### config.mk
export PLATFORM = sky130hd
export DESIGN_NAME = csv_field_splitter_unit
export DESIGN_NICKNAME = d
export VERILOG_FILES = /design/src/csf_pkg.sv /design/src/csf_config_regs.sv /design/src/csf_line_tracker.sv /design/src/csf_result_queue.sv /design/src/csv_field_splitter_unit.sv
export SDC_FILE = /design/constraint.sdc
export NUM_CORES = 1
export LEC_CHECK = 0
export ABC_CLOCK_PERIOD_IN_PS = 5400
export BUFFER_PORTS_ARGS = -buffer_cell sky130_fd_sc_hd__buf_2
export CORE_ASPECT_RATIO = 1.1
export CORE_UTILIZATION = 45
export CTS_CLUSTER_DIAMETER = 150
export DETAILED_ROUTE_END_ITERATION = 7
export PLACE_DENSITY = 0.74
export SLEW_MARGIN = 0
export SYNTH_ARGS = -nofsm -noshare
export SYNTH_HDL_FRONTEND = slang
export SYNTH_HIERARCHICAL = 1
export SYNTH_SLANG_ARGS = --single-unit
### constraint.sdc
create_clock -name clk -period 5.4 [get_ports clk]
set_input_delay 1.08 -clock clk [delete_from_list [all_inputs] [get_ports clk]]
set_output_delay 1.08 -clock clk [all_outputs]
set_load 0.02 [all_outputs]
### src/csf_pkg.sv
// Shared types, constants and register codes of the CSV field splitter.
// Used by every module of the block; depends on nothing else.
package csf_pkg;

    // Default line length in bytes; positions saturate at this value.
    localparam int LINE_BYTES_DEFAULT = 1024;

    // Width of the offset and length fields on the result channel.
    localparam int OUT_W = 11;

    // Width of the configuration index and data.
    localparam int CFG_INDEX_W = 2;
    localparam int CFG_DATA_W  = 8;

    // Backslash: an enclosure byte directly after it does not count.
    localparam logic [7:0] ESCAPE_BYTE = 8'h5C;

    // Register reset values.
    localparam logic [1:0] MODE_RESET       = 2'd2;
    localparam logic [7:0] FIELD_SEP_RESET  = 8'd44;
    localparam logic [7:0] LINE_SEP_RESET   = 8'd10;
    localparam logic [7:0] QUOTE_BYTE_RESET = 8'd34;

    // Enclosure modes. The unused code behaves as optional.
    typedef enum logic [1:0] {
        MODE_NONE     = 2'd0,
        MODE_REQUIRED = 2'd1,
        MODE_OPTIONAL = 2'd2
    } enclosure_mode_t;

    // Configuration register indexes.
    typedef enum logic [CFG_INDEX_W-1:0] {
        CFG_ENCLOSURE_MODE = 2'd0,
        CFG_FIELD_SEP      = 2'd1,
        CFG_LINE_SEP       = 2'd2,
        CFG_QUOTE_BYTE     = 2'd3
    } cfg_index_t;

    // Current configuration as seen by the datapath.
    typedef struct packed {
        logic [1:0] mode;
        logic [7:0] field_sep;
        logic [7:0] line_sep;
        logic [7:0] quote;
    } cfg_t;

    // One result beat.
    typedef struct packed {
        logic             valid;
        logic [OUT_W-1:0] offset;
        logic [OUT_W-1:0] length;
        logic             row_done;
    } result_t;

endpackage

### src/csf_config_regs.sv
// Configuration register file of the CSV field splitter.
// Depends on csf_pkg for the register codes, reset values and cfg_t.
module csf_config_regs
    import csf_pkg::*;
(
    input  logic                   clk,
    input  logic                   rst_n,
    input  logic                   cfg_valid,
    output logic                   cfg_ready,
    input  logic [CFG_INDEX_W-1:0] cfg_index,
    input  logic [CFG_DATA_W-1:0]  cfg_data,
    output cfg_t                   cfg
);

    cfg_t cfg_reg;
    cfg_t cfg_next;

    // Writes are always taken.
    assign cfg_ready = 1'b1;
    assign cfg       = cfg_reg;

    // Decode the register index of a write beat.
    always_comb
    begin
        cfg_next = cfg_reg;
        if (cfg_valid)
        begin
            case (cfg_index_t'(cfg_index))
                CFG_ENCLOSURE_MODE: cfg_next.mode      = cfg_data[1:0];
                CFG_FIELD_SEP:      cfg_next.field_sep = cfg_data;
                CFG_LINE_SEP:       cfg_next.line_sep  = cfg_data;
                CFG_QUOTE_BYTE:     cfg_next.quote     = cfg_data;
                default:            cfg_next           = cfg_reg;
            endcase
        end
    end

    // Register storage with documented reset values.
    always_ff @(posedge clk or negedge rst_n)
    begin
        if (!rst_n)
        begin
            cfg_reg.mode      <= MODE_RESET;
            cfg_reg.field_sep <= FIELD_SEP_RESET;
            cfg_reg.line_sep  <= LINE_SEP_RESET;
            cfg_reg.quote     <= QUOTE_BYTE_RESET;
        end
        else
        begin
            cfg_reg <= cfg_next;
        end
    end

endmodule

### src/csf_line_tracker.sv
// Per-line state and field decision logic of the CSV field splitter.
// Depends on csf_pkg; produces up to two result beats for each byte it consumes.
module csf_line_tracker
    import csf_pkg::*;
#(
    parameter int LINE_BYTES = LINE_BYTES_DEFAULT
)
(
    input  logic       clk,
    input  logic       rst_n,
    input  cfg_t       cfg,
    input  logic       fire,
    input  logic [7:0] text_byte,
    input  logic       last_of_line,
    output logic [1:0] result_count,
    output result_t    result0,
    output result_t    result1
);

    localparam int POS_W = $clog2(LINE_BYTES + 1);
    localparam logic [POS_W:0]   LINE_EXT = (POS_W + 1)'(LINE_BYTES);
    localparam logic [POS_W-1:0] LINE_MAX = POS_W'(LINE_BYTES);

    // Line state.
    logic [POS_W-1:0] byte_pos_reg,   byte_pos_next;
    logic [POS_W-1:0] start_pos_reg,  start_pos_next;
    logic [1:0]       quote_cnt_reg,  quote_cnt_next;
    logic [7:0]       prev_byte_reg,  prev_byte_next;
    logic [7:0]       first_byte_reg, first_byte_next;
    logic             any_field_reg,  any_field_next;

    // Saturate a widened position at the line length.
    function automatic logic [POS_W-1:0] sat_pos(input logic [POS_W:0] v);
        logic [POS_W-1:0] r;
        r = (v > LINE_EXT) ? LINE_MAX : v[POS_W-1:0];
        return r;
    endfunction

    // Difference that stops at zero; never exceeds the line length here.
    function automatic logic [POS_W-1:0] diff_or_zero(input logic [POS_W:0] a,
                                                     input logic [POS_W:0] b);
        logic [POS_W:0] d;
        d = (a > b) ? (a - b) : '0;
        return d[POS_W-1:0];
    endfunction

    // Pack one valid field descriptor.
    function automatic result_t make_field(input logic [POS_W-1:0] off,
                                           input logic [POS_W-1:0] len);
        result_t r;
        r.valid    = 1'b1;
        r.offset   = OUT_W'(off);
        r.length   = OUT_W'(len);
        r.row_done = 1'b0;
        return r;
    endfunction

    logic [POS_W:0]   pos_ext;
    logic [POS_W:0]   start_ext;
    logic [POS_W-1:0] pos_plus1;
    logic             is_quote;
    logic [2:0]       quote_inc;
    logic [1:0]       quote_opt;
    logic [POS_W-1:0] start_q;
    logic [7:0]       first_q;
    logic [POS_W-1:0] trim_width;
    logic             trim_lead;
    logic             a_en;
    logic             b_en;
    result_t          res_a;
    result_t          res_b;
    result_t          res_fill;

    assign pos_ext   = {1'b0, byte_pos_reg};
    assign start_ext = {1'b0, start_pos_reg};
    assign pos_plus1 = sat_pos(pos_ext + 1'b1);
    assign is_quote  = (text_byte == cfg.quote) && (prev_byte_reg != ESCAPE_BYTE);
    assign quote_inc = {1'b0, quote_cnt_reg} + 3'd1;

    // Optional mode keeps the count within 0..3 with its parity.
    assign quote_opt = (quote_inc >= 3'd4) ? {1'b1, quote_inc[0]} : quote_inc[1:0];

    // Field decision for the current byte.
    always_comb
    begin
        start_pos_next  = start_pos_reg;
        quote_cnt_next  = quote_cnt_reg;
        first_byte_next = (byte_pos_reg == start_pos_reg) ? text_byte : first_byte_reg;
        any_field_next  = any_field_reg;
        start_q         = start_pos_reg;
        first_q         = first_byte_next;
        trim_width      = '0;
        trim_lead       = 1'b0;
        a_en            = 1'b0;
        b_en            = 1'b0;
        res_a           = '0;
        res_b           = '0;

        case (cfg.mode)
            MODE_NONE:
            begin
                if ((text_byte == cfg.field_sep) || (text_byte == cfg.line_sep))
                begin
                    a_en  = 1'b1;
                    res_a = make_field(start_pos_reg, diff_or_zero(pos_ext, start_ext));
                end
                if (text_byte == cfg.field_sep)
                begin
                    start_pos_next = pos_plus1;
                end
            end

            MODE_REQUIRED:
            begin
                // An opening enclosure marks the start; a closing one ends the field.
                if (is_quote)
                begin
                    if (quote_inc == 3'd1)
                    begin
                        start_pos_next  = byte_pos_reg;
                        first_byte_next = text_byte;
                        quote_cnt_next  = 2'd1;
                    end
                    else
                    begin
                        a_en  = 1'b1;
                        res_a = make_field(sat_pos(start_ext + 1'b1),
                                           diff_or_zero(pos_ext, start_ext + 1'b1));
                        any_field_next = 1'b1;
                        quote_cnt_next = 2'd0;
                    end
                end
                // At line end: a line with no pair is one field, an open field runs on.
                if (last_of_line)
                begin
                    if (!any_field_next)
                    begin
                        b_en  = 1'b1;
                        res_b = make_field('0, pos_plus1);
                    end
                    else if (quote_cnt_next == 2'd1)
                    begin
                        b_en  = 1'b1;
                        res_b = make_field(sat_pos({1'b0, start_pos_next} + 1'b1),
                                           diff_or_zero(pos_ext, {1'b0, start_pos_next}));
                    end
                end
            end

            default:
            begin
                // Optional mode: field separators split only at an even enclosure count.
                if (is_quote)
                begin
                    quote_cnt_next = quote_opt;
                    if (quote_opt == 2'd1)
                    begin
                        start_q = byte_pos_reg;
                        first_q = text_byte;
                    end
                end
                start_pos_next  = start_q;
                first_byte_next = first_q;

                // Trim one leading enclosure and, on wide fields, a trailing one.
                trim_width = diff_or_zero(pos_ext, {1'b0, start_q});
                trim_lead  = (first_q == cfg.quote);
                if ((trim_width > POS_W'(2)) && (prev_byte_reg == cfg.quote))
                begin
                    trim_width = trim_width - POS_W'(2);
                end

                if ((text_byte == cfg.field_sep) && !quote_cnt_next[0])
                begin
                    quote_cnt_next = 2'd0;
                    a_en           = 1'b1;
                    res_a = make_field(sat_pos({1'b0, start_q} + {{POS_W{1'b0}}, trim_lead}),
                                       trim_width);
                    start_pos_next = pos_plus1;
                end
                else if (text_byte == cfg.line_sep)
                begin
                    a_en  = 1'b1;
                    res_a = make_field(sat_pos({1'b0, start_q} + {{POS_W{1'b0}}, trim_lead}),
                                       trim_width);
                end
            end
        endcase
    end

    // Order the result beats and mark the last one of a line.
    always_comb
    begin
        res_fill = '0;
        result0  = a_en ? res_a : (b_en ? res_b : res_fill);
        result1  = res_b;
        if (a_en && b_en)
        begin
            result_count     = 2'd2;
            result1.row_done = last_of_line;
        end
        else if (a_en || b_en || last_of_line)
        begin
            result_count     = 2'd1;
            result0.row_done = last_of_line;
        end
        else
        begin
            result_count = 2'd0;
        end
    end

    // Advance the position, or clear the line after its last byte.
    always_comb
    begin
        if (last_of_line)
        begin
            byte_pos_next = '0;
            prev_byte_next = '0;
        end
        else
        begin
            byte_pos_next  = pos_plus1;
            prev_byte_next = text_byte;
        end
    end

    // State registers, updated when a byte is consumed.
    always_ff @(posedge clk or negedge rst_n)
    begin
        if (!rst_n)
        begin
            byte_pos_reg   <= '0;
            start_pos_reg  <= '0;
            quote_cnt_reg  <= '0;
            prev_byte_reg  <= '0;
            first_byte_reg <= '0;
            any_field_reg  <= 1'b0;
        end
        else if (fire)
        begin
            byte_pos_reg  <= byte_pos_next;
            prev_byte_reg <= prev_byte_next;
            if (last_of_line)
            begin
                start_pos_reg  <= '0;
                quote_cnt_reg  <= '0;
                first_byte_reg <= '0;
                any_field_reg  <= 1'b0;
            end
            else
            begin
                start_pos_reg  <= start_pos_next;
                quote_cnt_reg  <= quote_cnt_next;
                first_byte_reg <= first_byte_next;
                any_field_reg  <= any_field_next;
            end
        end
    end

endmodule

### src/csf_result_queue.sv
// Two-entry result queue of the CSV field splitter; takes up to two beats at once.
// Depends on csf_pkg for result_t.
module csf_result_queue
    import csf_pkg::*;
(
    input  logic       clk,
    input  logic       rst_n,
    input  logic [1:0] push_count,
    input  result_t    push0,
    input  result_t    push1,
    output logic [1:0] room,
    output logic       head_valid,
    output result_t    head,
    input  logic       head_stall
);

    result_t    slot0_reg, slot0_next;
    result_t    slot1_reg, slot1_next;
    logic [1:0] count_reg, count_next;
    logic       pop;
    logic [1:0] after_pop;

    assign head_valid = (count_reg != 2'd0);
    assign head       = slot0_reg;
    assign pop        = head_valid && !head_stall;
    assign after_pop  = count_reg - {1'b0, pop};
    assign room       = 2'd2 - after_pop;

    // Shift out the head beat, then append new beats behind what is left.
    always_comb
    begin
        case (after_pop)
            2'd0:
            begin
                slot0_next = push0;
                slot1_next = push1;
            end
            2'd1:
            begin
                slot0_next = pop ? slot1_reg : slot0_reg;
                slot1_next = push0;
            end
            default:
            begin
                slot0_next = slot0_reg;
                slot1_next = slot1_reg;
            end
        endcase
        count_next = after_pop + push_count;
    end

    // Beat storage needs no reset.
    always_ff @(posedge clk)
    begin
        slot0_reg <= slot0_next;
        slot1_reg <= slot1_next;
    end

    // Fill level.
    always_ff @(posedge clk or negedge rst_n)
    begin
        if (!rst_n)
        begin
            count_reg <= 2'd0;
        end
        else
        begin
            count_reg <= count_next;
        end
    end

endmodule

### src/csv_field_splitter_unit.sv
// Top level of the CSV field splitter: input register, line tracker, result queue.
// Depends on csf_pkg, csf_config_regs, csf_line_tracker and csf_result_queue.
//
// The splitter takes one byte of a text line per beat and returns field
// descriptors (offset, length) for the line under the enclosure mode set in
// its registers; the last beat of each line carries row_done, and a line
// with no field gives one beat with field_valid low. A byte is held in an
// input register and decided there by compare logic and small position
// counters, and its results are registered in the result queue. One byte is
// taken every cycle while the queue has room for all of that byte's beats. A
// byte can yield up to two result beats, so the two-entry result queue holds
// up a byte until its beats fit, and the rate is set by how fast the result
// side takes its beats. Configuration writes are always taken.
module csv_field_splitter_unit
    import csf_pkg::*;
#(
    parameter int LINE_BYTES = LINE_BYTES_DEFAULT
)
(
    input  logic                   clk,
    input  logic                   rst_n,
    input  logic                   text_valid,
    output logic                   text_stall,
    input  logic [7:0]             text_byte,
    input  logic                   last_of_line,
    output logic                   result_valid,
    input  logic                   result_stall,
    output logic                   field_valid,
    output logic [OUT_W-1:0]       field_offset,
    output logic [OUT_W-1:0]       field_length,
    output logic                   row_done,
    input  logic                   cfg_valid,
    output logic                   cfg_ready,
    input  logic [CFG_INDEX_W-1:0] cfg_index,
    input  logic [CFG_DATA_W-1:0]  cfg_data
);

    cfg_t       cfg;
    logic       in_valid_reg;
    logic [7:0] in_byte_reg;
    logic       in_last_reg;
    logic       fire;
    logic [1:0] result_count;
    logic [1:0] room;
    result_t    result0;
    result_t    result1;
    result_t    head;

    csf_config_regs u_config (
        .clk       (clk),
        .rst_n     (rst_n),
        .cfg_valid (cfg_valid),
        .cfg_ready (cfg_ready),
        .cfg_index (cfg_index),
        .cfg_data  (cfg_data),
        .cfg       (cfg)
    );

    // The held byte is consumed once all its result beats fit in the queue.
    assign fire       = in_valid_reg && (result_count <= room);
    assign text_stall = in_valid_reg && !fire;

    // Input register.
    always_ff @(posedge clk or negedge rst_n)
    begin
        if (!rst_n)
        begin
            in_valid_reg <= 1'b0;
        end
        else if (!text_stall)
        begin
            in_valid_reg <= text_valid;
        end
    end

    always_ff @(posedge clk)
    begin
        if (!text_stall)
        begin
            in_byte_reg <= text_byte;
            in_last_reg <= last_of_line;
        end
    end

    csf_line_tracker #(
        .LINE_BYTES (LINE_BYTES)
    ) u_tracker (
        .clk          (clk),
        .rst_n        (rst_n),
        .cfg          (cfg),
        .fire         (fire),
        .text_byte    (in_byte_reg),
        .last_of_line (in_last_reg),
        .result_count (result_count),
        .result0      (result0),
        .result1      (result1)
    );

    csf_result_queue u_queue (
        .clk        (clk),
        .rst_n      (rst_n),
        .push_count (fire ? result_count : 2'd0),
        .push0      (result0),
        .push1      (result1),
        .room       (room),
        .head_valid (result_valid),
        .head       (head),
        .head_stall (result_stall)
    );

    // Result payload.
    assign field_valid  = head.valid;
    assign field_offset = head.offset;
    assign field_length = head.length;
    assign row_done     = head.row_done;

endmodule
# == After elaboration in Yosys (flattened, before gate mapping) ==
# Cells that the tools add are included.
# word_totals
reg_bits,127
mem_count,0
romBits,0
out_inout_bits,27
latch_bits,0
ram_bits,0
in_bits,24
elab_cells,169
# op_classes
multipliers,0
shifts,0
magnitude_cmp,11
n_eq_ne,18
n_reduce_logical,30
n_addsub,13
n_mux,74
bitwise_logic,0
div_mod_pow,0
# ops
op,n
two-way mux 24 bit,12
two-way mux 11 bit,19
one-hot mux 24 bit (2 select lines),3
two-way mux 8 bit,8
greater-than comparator 12 x 11 -> 1 bit (second input constant),4
subtractor 11 bit,4
== test 8 bit,5
adder 11 x 1 -> 12 bit (second input constant),3
greater-than comparator 11 bit,3
one-hot mux 11 bit (2 select lines),1
two-way mux 1 bit,19
two-way mux 2 bit,9
one-hot mux 8 bit (2 select lines),1
AND reduction 2 bit,8
adder 11 x 1 -> 12 bit,1
greater-than comparator 11 x 12 -> 1 bit,1
== test 11 bit,1
greater-than comparator 11 x 2 -> 1 bit (second input constant),1
subtractor 11 x 2 -> 11 bit (second input constant),1
== test 2 x 1 -> 1 bit (second input constant),5
!= test 8 x 7 -> 1 bit (second input constant),1
logical AND 1 bit,7
logical NOT 2 bit,3
nonzero test 2 bit,3
other kinds (18),23

# == Logic depth before layout (Yosys ltp) ==
# Gate-level depths: netlist of the first run.
# depth
ltp_word,19
mapped_depth,27
depth_no_buf,20

# == Modules after synthesis ==
# Netlist of the first run, hierarchy kept.
# by_module_without_submodules
module,area_per_inst_um2,seq_area_each_um2,instances,cells_per_inst
csf_line_tracker,7096.8,1026.0,1,980
csf_result_queue,2336.0,1491.4,1,122
csf_config_regs,1004.7,660.6,1,58
csv_field_splitter_unit,394.1,295.3,1,24

# == Least setup slack after synthesis of the first run ==
# Ideal clock, no wire load.
# synth_path
kind,register -> register
start,register in_byte_reg[1]
end,"register u_queue.slot0_reg (netlist bit u_queue/head[8]), data pin"
path_buffers,6
stages_incl_launch_ff,26
arrival_ns,5.498
synth_period_minus_slack_ns,5.758
setup_slack_ns,-0.358
setup_time_ns,0.260
required_ns,5.140
cell_sequence,edfxtp_1 -> buf_2 -> xor2_1 -> nor4_2 -> nand3_1 -> buf_2 -> mux2i_1 -> inv_1 -> ha_1 -> clkbuf_1 -> and3_1 -> or2_2 -> o21ba_2 -> a211oi_2 -> o21ai_1 -> clkbuf_1 -> nand2_1 -> ha_1 -> clkbuf_1 -> a41o_1 -> nand2_1 -> o21a_1 -> buf_6 -> and4_4 -> or3_1 -> mux2_2
# synth_lines
element,line,text
start: declaration,csv_field_splitter_unit.sv:40,logic [7:0] in_byte_reg;
start signal: assignment,csv_field_splitter_unit.sv:80,in_byte_reg <= text_byte;
end signal: assignment,csf_result_queue.sv:55,slot0_reg <= slot0_next;
end: declaration,csf_result_queue.sv:17,"result_t slot0_reg, slot0_next;"

==> impl_metrics.xml, run 1 <==
<?xml version="1.0" encoding="UTF-8"?>
<metrics>
  <group name="synthesis">
    <metric name="synth_top_cell_area_share" unit="%">15.8</metric>
    <metric name="postSynthAreaPerCell" unit="um2">9.15</metric>
    <metric name="dominantRegCellSynth" unit="">sky130_fd_sc_hd__dfrtp_1</metric>
    <metric name="synth_cell_type_count" unit="">88</metric>
    <metric name="post_synth_instance_area" unit="um2">10800</metric>
    <metric name="synthesis.yosys.warnings" unit="">6</metric>
    <metric name="ys_async_sr_fraction" unit="%">55.1</metric>
    <metric name="synth_instances" unit="">1184</metric>
    <metric name="synth.yosys.seq_area_share" unit="%">32.1</metric>
    <metric name="synth_top_cells_by_area" unit="">sky130_fd_sc_hd__edfxtp_1, sky130_fd_sc_hd__dfrtp_1, sky130_fd_sc_hd__xnor2_1</metric>
    <metric name="synth-edff-count" unit="">57</metric>
    <metric name="cell_accounting_for_the_most_synthesized_area" unit="">sky130_fd_sc_hd__edfxtp_1</metric>
    <metric name="synth-seq-cells" unit="">127</metric>
  </group>
  <group name="power">
    <metric name="worst_case_vdd_ir_drop" unit="mV">0.348</metric>
    <metric name="powerDensity" unit="nW/um2">627</metric>
    <metric name="power.static_leakage" unit="nW">5.14</metric>
  </group>
  <group name="layout">
    <metric name="largest_register_ff_count" unit="">26</metric>
    <metric name="fin_util" unit="%">52.4</metric>
    <metric name="top_library_cells_by_usage_in_the_layout_fill_and_taps_aside" unit="">sky130_fd_sc_hd__nor2_1, sky130_fd_sc_hd__nand2_1, sky130_fd_sc_hd__buf_4, sky130_fd_sc_hd__xnor2_1, sky130_fd_sc_hd__dfrtp_1</metric>
    <metric name="area_growth" unit="%">14.4</metric>
    <metric name="drive_gt1_share" unit="%">22.4</metric>
    <metric name="insertedDiodeCount" unit="">0</metric>
    <metric name="final_cell_area" unit="um2">12400</metric>
    <metric name="num-nets-final" unit="">1330</metric>
    <metric name="layout.cells.most_common" unit="">sky130_fd_sc_hd__nor2_1</metric>
    <metric name="fillers" unit="">2196</metric>
  </group>
  <group name="clock_network">
    <metric name="tritoncts" unit="">built</metric>
    <metric name="cts_hold_buffers" unit="">0</metric>
    <metric name="clock_latency" unit="ns">0.43</metric>
    <metric name="cts-root-to-sink-buffers" unit="">2</metric>
    <metric name="cts_max_level" unit="">4</metric>
    <metric name="cts.root.buffer_cell" unit="">sky130_fd_sc_hd__clkbuf_16</metric>
    <metric name="clkTransAtPathRegs" unit="ns">0.08</metric>
    <metric name="cts.sink_count" unit="">127</metric>
    <metric name="numCtsBuffers" unit="">17</metric>
  </group>
  <group name="place">
    <metric name="gp_routability_congestion" unit="">1.01</metric>
    <metric name="dp_hpwl" unit="mm">26.9</metric>
    <metric name="buffer_ports.inserted" unit="">49</metric>
    <metric name="post_place_worst_slack" unit="ns">0.112</metric>
    <metric name="placement.cell_area" unit="um2">11700</metric>
  </group>
  <group name="sta">
    <metric name="min_period_over_period" unit="%">96.1</metric>
    <metric name="rsz0062_at_grt" unit="">no</metric>
    <metric name="timing.clock.skew" unit="ns">0.0135</metric>
    <metric name="final_critical_path_setup_slack" unit="ns">0.213</metric>
    <metric name="max_transition_margin" unit="%">37.7</metric>
    <metric name="number_of_max_slew_violations_in_the_final_report" unit="">0</metric>
    <metric name="timing_worst_slew_pin_value" unit="ns">0.934</metric>
    <metric name="timing_hold_violations_final" unit="">0</metric>
    <metric name="layout_min_cycle_time" unit="ns">5.19</metric>
    <metric name="setup_viol_count_final" unit="">0</metric>
    <metric name="setup-tns-final" unit="ns">0</metric>
    <metric name="whs" unit="ns">0.518</metric>
    <metric name="timing.fmax" unit="GHz">0.193</metric>
  </group>
  <group name="worst_setup_path">
    <metric name="ff2ff_path_depth" unit="">19</metric>
    <metric name="timing_worst_setup_path_type" unit="">reg -&gt; reg</metric>
    <metric name="worst-endpoint-required" unit="ns">5.58</metric>
    <metric name="critical_path.endpoint_type" unit="">register</metric>
    <metric name="start_kind" unit="">register</metric>
    <metric name="crit_fanout" unit="">5</metric>
    <metric name="timing.critical_path.arrival" unit="ns">5.37</metric>
  </group>
  <group name="grt">
    <metric name="grt_pass1_wl" unit="mm">53.8</metric>
    <metric name="grt_overflow_total" unit="">0</metric>
    <metric name="grtUsageTotal" unit="%">28.9</metric>
    <metric name="antenna_found_initial" unit="">0</metric>
    <metric name="vias_in_the_first_global_route" unit="">9519</metric>
    <metric name="maximum_number_of_pins_on_one_net_before_global_route_repair" unit="">71</metric>
  </group>
  <group name="routing">
    <metric name="total_iterations_of_the_first_detailed_routing_run" unit="">6</metric>
    <metric name="detailroute.via_count" unit="">9803</metric>
    <metric name="top_layer_reached_by_signal_wires" unit="">met4</metric>
    <metric name="drc_errors" unit="">0</metric>
    <metric name="antenna_violating_nets_post_route" unit="">0</metric>
    <metric name="via_per_inst" unit="">6.23</metric>
    <metric name="detailed_router_s_first_iteration_violation_count" unit="">903</metric>
    <metric name="avgRoutedWirePerCell" unit="um">22.0</metric>
    <metric name="met2RoutedLength" unit="mm">16.1</metric>
    <metric name="detail_route.wirelength.met1" unit="mm">14.0</metric>
    <metric name="detail_route.wirelength" unit="mm">34.6</metric>
    <metric name="wl_met3" unit="mm">2.56</metric>
  </group>
  <group name="floorplan">
    <metric name="initial_core_util" unit="%">45.9</metric>
    <metric name="die_area" unit="um2">24700</metric>
    <metric name="die_height" unit="um">165</metric>
    <metric name="core" unit="um2">23600</metric>
    <metric name="die_w" unit="um">150</metric>
    <metric name="boundaryPins" unit="">51</metric>
    <metric name="placementRows" unit="">59</metric>
  </group>
  <group name="hold_path">
    <metric name="timing.hold.worst_path_depth" unit="">1</metric>
    <metric name="min_path_type" unit="">reg -&gt; reg</metric>
  </group>
  <group name="job">
    <metric name="maxCapViolations" unit="">0</metric>
  </group>
  <group name="outcome">
    <metric name="outcome" unit="">completed</metric>
  </group>
</metrics>
==> metal layers <==
metal | global-route usage [%] | vias up
met5 | 0 | -
met4 | 15.6 | 0
met3 | 4.45 | 131
met2 | 47.7 | 520
met1 | 36.2 | 4666
li1 | - | 4486
==> critical path, stage by stage, from the launching register on <==
cell and delay (ns):
sky130_fd_sc_hd__edfxtp_1 0.42, sky130_fd_sc_hd__xor2_1 0.21, sky130_fd_sc_hd__nor4_2 0.37, sky130_fd_sc_hd__nand3_2 0.27
sky130_fd_sc_hd__buf_4 0.23, sky130_fd_sc_hd__mux2i_2 0.28, sky130_fd_sc_hd__ha_1 0.36, sky130_fd_sc_hd__and3_1 0.19
sky130_fd_sc_hd__or2_2 0.28, sky130_fd_sc_hd__o21ba_2 0.21, sky130_fd_sc_hd__a211oi_2 0.33, sky130_fd_sc_hd__o21ai_2 0.16
sky130_fd_sc_hd__nand2_1 0.14, sky130_fd_sc_hd__ha_1 0.19, sky130_fd_sc_hd__a41o_1 0.13, sky130_fd_sc_hd__nand2_1 0.11
sky130_fd_sc_hd__o21a_1 0.25, sky130_fd_sc_hd__and4_4 0.19, sky130_fd_sc_hd__or3_1 0.35, sky130_fd_sc_hd__mux2_2 0.26
==> final cells by class <==
| class | instances | area [um2] | area share, % |
|---|---|---|---|
| clock inverter | 15 | 189 | 1.53 |
| timing repair buffer | 121 | 786 | 6.34 |
| sequential | 127 | 3470 | 28.0 |
| tap | 305 | 382 | 3.08 |
| multi-input combinational | 933 | 6920 | 55.9 |
| clock buffer | 17 | 425 | 3.43 |
| inverter | 56 | 210 | 1.70 |
==> Yosys cell counts, types with 19 or more instances <==
cell type	instances
sky130_fd_sc_hd__mux2i_1	31
sky130_fd_sc_hd__nand2_1	76
sky130_fd_sc_hd__mux2_4	29
sky130_fd_sc_hd__o21ai_0	55
sky130_fd_sc_hd__a22o_1	19
sky130_fd_sc_hd__nand4_1	28
sky130_fd_sc_hd__nor3_1	31
sky130_fd_sc_hd__dfrtp_1	62
sky130_fd_sc_hd__xnor2_1	71
sky130_fd_sc_hd__xor2_1	36
sky130_fd_sc_hd__inv_1	56
sky130_fd_sc_hd__nor2_1	104
sky130_fd_sc_hd__edfxtp_1	57
sky130_fd_sc_hd__ha_1	46
sky130_fd_sc_hd__mux2_2	49
sky130_fd_sc_hd__nand3_1	30
sky130_fd_sc_hd__clkbuf_1	42
sky130_fd_sc_hd__a21oi_1	47
==> kinds of logic after synthesis <==
| kind of cell | Yosys count | synth area share (%) |
|---|---|---|
| compound gates | 271 | 17.0 |
| xor+xnor | 108 | 8.80 |
| fa+ha+maj | 50 | 6.05 |
| buf+inv | 125 | 5.01 |
| flops | 127 | 32.1 |
| mux | 112 | 12.3 |
| other cells | 2 | 0.0693 |
| simple gates | 389 | 18.7 |
==> where the power goes <==
part           internal, mW  switching [mW]  leakage, nW
Combinational          1.94            2.94         3.39
Sequential             1.52           0.163         1.45
Clock                 0.632           0.571        0.299
Total                  4.09            3.68         5.14
==> through the flow <==
step           cells  total power [mW]
3_3_place_gp    1541              6.40
3_5_place_dp    1541              6.46
6_report        1574              7.77
2_1_floorplan   1185              5.19
4_1_cts         1573              7.68
5_1_grt         1574              8.27
==> worst paths after layout <==
kind / start / endpoint / slack (ns)
max in group asynchronous: rst_n / u_tracker/start_pos_reg[7] / 3.87
min: u_tracker/first_byte_reg[0] / u_tracker/first_byte_reg[0] / 0.52
max reg2reg: in_byte_reg[7] / u_queue/head[8] / 0.21
max: in_byte_reg[7] / u_queue/head[8] / 0.21
min in group asynchronous: rst_n / u_config/cfg[17] / 0.85
min reg2reg: u_tracker/first_byte_reg[0] / u_tracker/first_byte_reg[0] / 0.52
==> repair_timing <==
action | in CTS | in global routing
setup endpoints to repair | 0 | 38
buffers inserted | 0 | 1
gates resized for setup | 0 | 17
Note: power is estimated with default switching activity, not from simulation.
==> inputs of run 2 (changes only) <==
CORE_ASPECT_RATIO = 2   (was 1.1)
REMOVE_ABC_BUFFERS = 1   (was default)
==> run 2 against run 1 <==
Effect of this change:
- the run now ends with design-rule violations left
- worst hold slack lost 0.0071 ns
- routed wire length grew 17%
- design area grew 2.2%
- highest routed layer unchanged
==> impl_metrics.xml, run 2 (same netlist as run 1, synthesis figures left out) <==
<?xml version="1.0" encoding="UTF-8"?>
<metrics>
  <group name="outcome">
    <metric name="outcome" unit="">complete, but fails checks</metric>
    <metric name="violations" unit="">design-rule violations</metric>
  </group>
  <group name="clock_network">
    <metric name="cts.sink_count" unit="">127</metric>
    <metric name="tritoncts" unit="">built</metric>
    <metric name="clock_latency" unit="ns">0.45</metric>
    <metric name="cts_hold_buffers" unit="">0</metric>
    <metric name="cts-root-to-sink-buffers" unit="">2</metric>
    <metric name="numCtsBuffers" unit="">17</metric>
    <metric name="cts_max_level" unit="">4</metric>
    <metric name="clkTransAtPathRegs" unit="ns">0.06</metric>
    <metric name="cts.root.buffer_cell" unit="">sky130_fd_sc_hd__clkbuf_16</metric>
  </group>
  <group name="floorplan">
    <metric name="boundaryPins" unit="">51</metric>
    <metric name="die_height" unit="um">221</metric>
    <metric name="die_w" unit="um">112</metric>
    <metric name="initial_core_util" unit="%">45.7</metric>
    <metric name="die_area" unit="um2">24700</metric>
    <metric name="core" unit="um2">23700</metric>
    <metric name="placementRows" unit="">80</metric>
  </group>
  <group name="power">
    <metric name="power_after_layout" unit="mW">8.27</metric>
    <metric name="worst_case_vdd_ir_drop" unit="mV">0.548</metric>
    <metric name="power.static_leakage" unit="nW">5.35</metric>
    <metric name="powerDensity" unit="nW/um2">653</metric>
  </group>
  <group name="worst_setup_path">
    <metric name="cp_cell_sequence" unit="">xor2_1, nor4_2, and3_4, o21ai_0, ha_2, fa_1, and2b_1, o21ai_1, and3_1, or3_1, a311oi_4, nand4b_2, o31a_1, o21a_1, and4_4, or3_1, mux2_2</metric>
    <metric name="critical_path_top_delay_cell" unit="">sky130_fd_sc_hd__dfstp_2</metric>
    <metric name="crit_fanout" unit="">6</metric>
    <metric name="critical_path.endpoint_type" unit="">register</metric>
    <metric name="reg2reg_from" unit="">u_config/cfg[5]</metric>
    <metric name="critical_path.max_stage_delay" unit="ns">0.58</metric>
    <metric name="start_kind" unit="">register</metric>
    <metric name="worst_path_dominant_cell_family" unit="">simple AND/OR/NAND/NOR gates</metric>
    <metric name="reg2reg_setup_slack" unit="ns">0.18</metric>
    <metric name="worst-endpoint-required" unit="ns">5.60</metric>
    <metric name="worst_r2r_endpoint" unit="">u_queue/head[8]</metric>
    <metric name="ff2ff_path_depth" unit="">17</metric>
    <metric name="cp_common_cell" unit="">sky130_fd_sc_hd__or3_1</metric>
    <metric name="timing.critical_path.arrival" unit="ns">5.43</metric>
    <metric name="timing_worst_setup_path_type" unit="">reg -&gt; reg</metric>
    <metric name="critical_path_buf_inv_count" unit="">0</metric>
  </group>
  <group name="hold_path">
    <metric name="hold_start" unit="">u_tracker/first_byte_reg[3]</metric>
    <metric name="min_path_type" unit="">reg -&gt; reg</metric>
    <metric name="timing.hold.worst_path_depth" unit="">1</metric>
    <metric name="hold_path_end" unit="">u_tracker/first_byte_reg[3]</metric>
  </group>
  <group name="routing">
    <metric name="avgRoutedWirePerCell" unit="um">25.4</metric>
    <metric name="total_iterations_of_the_first_detailed_routing_run" unit="">8</metric>
    <metric name="via_per_inst" unit="">6.32</metric>
    <metric name="detail_route.wirelength" unit="mm">40.7</metric>
    <metric name="detailed_router_s_first_iteration_violation_count" unit="">850</metric>
    <metric name="drc_errors" unit="">2</metric>
    <metric name="antenna_violating_nets_post_route" unit="">0</metric>
    <metric name="detailroute.via_count" unit="">10100</metric>
  </group>
  <group name="layout">
    <metric name="insertedDiodeCount" unit="">0</metric>
    <metric name="largest_register_ff_count" unit="">26</metric>
    <metric name="top_library_cells_by_usage_in_the_layout_fill_and_taps_aside" unit="">sky130_fd_sc_hd__buf_4, sky130_fd_sc_hd__nor2_1, sky130_fd_sc_hd__nand2_1, sky130_fd_sc_hd__xnor2_1, sky130_fd_sc_hd__dfrtp_1</metric>
    <metric name="drive_gt1_share" unit="%">23.9</metric>
    <metric name="layout.cells.most_common" unit="">sky130_fd_sc_hd__buf_4</metric>
    <metric name="final_cell_area" unit="um2">12700</metric>
    <metric name="num-nets-final" unit="">1373</metric>
    <metric name="area_growth" unit="%">16.9</metric>
    <metric name="non_filler_instance_count_after_layout" unit="">1599</metric>
  </group>
  <group name="job">
    <metric name="maxCapViolations" unit="">0</metric>
  </group>
  <group name="place">
    <metric name="buffer_ports.inserted" unit="">49</metric>
    <metric name="dp_hpwl" unit="mm">31.8</metric>
    <metric name="gp_routability_congestion" unit="">1.07</metric>
    <metric name="number_of_placed_cells_counting_well_taps" unit="">1567</metric>
    <metric name="placement.cell_area" unit="um2">12000</metric>
  </group>
  <group name="grt">
    <metric name="vias_in_the_first_global_route" unit="">10399</metric>
    <metric name="grt_pass1_wl" unit="mm">61.5</metric>
    <metric name="grt_overflow_total" unit="">0</metric>
    <metric name="antenna_found_initial" unit="">0</metric>
    <metric name="grtUsageTotal" unit="%">34.2</metric>
    <metric name="maximum_number_of_pins_on_one_net_before_global_route_repair" unit="">40</metric>
  </group>
  <group name="sta">
    <metric name="whs" unit="ns">0.511</metric>
    <metric name="timing_worst_slew_pin_value" unit="ns">1.14</metric>
    <metric name="setup-tns-final" unit="ns">0</metric>
    <metric name="timing.fmax" unit="GHz">0.191</metric>
    <metric name="layout_min_cycle_time" unit="ns">5.22</metric>
    <metric name="timing.clock.skew" unit="ns">0.0107</metric>
    <metric name="number_of_max_slew_violations_in_the_final_report" unit="">0</metric>
    <metric name="min_period_over_period" unit="%">96.7</metric>
    <metric name="timing_hold_violations_final" unit="">0</metric>
    <metric name="setup_viol_count_final" unit="">0</metric>
    <metric name="max_transition_margin" unit="%">23.1</metric>
  </group>
</metrics>
-- run 2: cell types whose count changed in the layout (fill, tap and decap cells not counted), moves of 2 or more --
cell / previous run / this run
sky130_fd_sc_hd__ha_2: 3 / 1
sky130_fd_sc_hd__o21ai_2: 2 / 0
sky130_fd_sc_hd__inv_8: 5 / 3
sky130_fd_sc_hd__o21ai_0: 53 / 55
sky130_fd_sc_hd__inv_6: 4 / 6
sky130_fd_sc_hd__bufinv_16: 0 / 2
sky130_fd_sc_hd__ha_1: 43 / 45
sky130_fd_sc_hd__mux2i_1: 28 / 30
sky130_fd_sc_hd__clkinv_8: 6 / 0
sky130_fd_sc_hd__buf_4: 72 / 114
-- run 2: through the flow --
stage | setup slack [ns] | util [%]
6_report | 0.176 | 53.4
3_3_place_gp | 0.195 | 50.6
2_1_floorplan | -0.561 | -
3_5_place_dp | 0.0435 | 50.6
4_1_cts | 0.0158 | 53.2
5_1_grt | -0.00247 | 53.4
-- run 2: worst max-delay path by stage --
stage	from	to	depth (start not counted)
global placement	u_config/cfg[1]	u_queue/head[8]	17
global route	u_config/cfg[5]	u_queue/head[8]	17
CTS	u_tracker/prev_byte_reg[0]	u_queue/head[8]	17
floorplan	in_byte_reg[1]	u_queue/head[8]	19
finish	u_config/cfg[5]	u_queue/head[8]	17
detailed placement	u_config/cfg[1]	u_queue/head[8]	17
-- run 2: final cells by class --
type / instances / area [um2]
Clock buffer: 19 / 454
Clock inverter: 13 / 161
Fill cell: 2141 / 11100
Inverter: 56 / 210
Multi-Input combinational cell: 933 / 6890
Sequential cell: 127 / 3470
Tap cell: 287 / 359
Timing Repair Buffer: 164 / 1120
-- run 2: per-layer routing --
metal / vias up / track usage [%] / wire (um)
li1: 4581 / - / -
met1: 4852 / 31.3 / 13000
met2: 441 / 59.9 / 20600
met3: 226 / 7.04 / 2120
met4: 0 / 36.1 / 4980
met5: - / 0 / 0
-- run 2: where the power goes --
part | internal (mW) | leakage, nW | switching (mW)
registers | 1.52 | 1.45 | 0.164
clock network | 0.725 | 0.305 | 0.496
logic | 2.08 | 3.59 | 3.28
total | 4.32 | 5.35 | 3.94
-- run 2: what timing repair did --
action,4_1_cts,5_1_grt
gates resized for setup,0,9
setup buffers,0,1
endpoints found under the setup margin,0,20
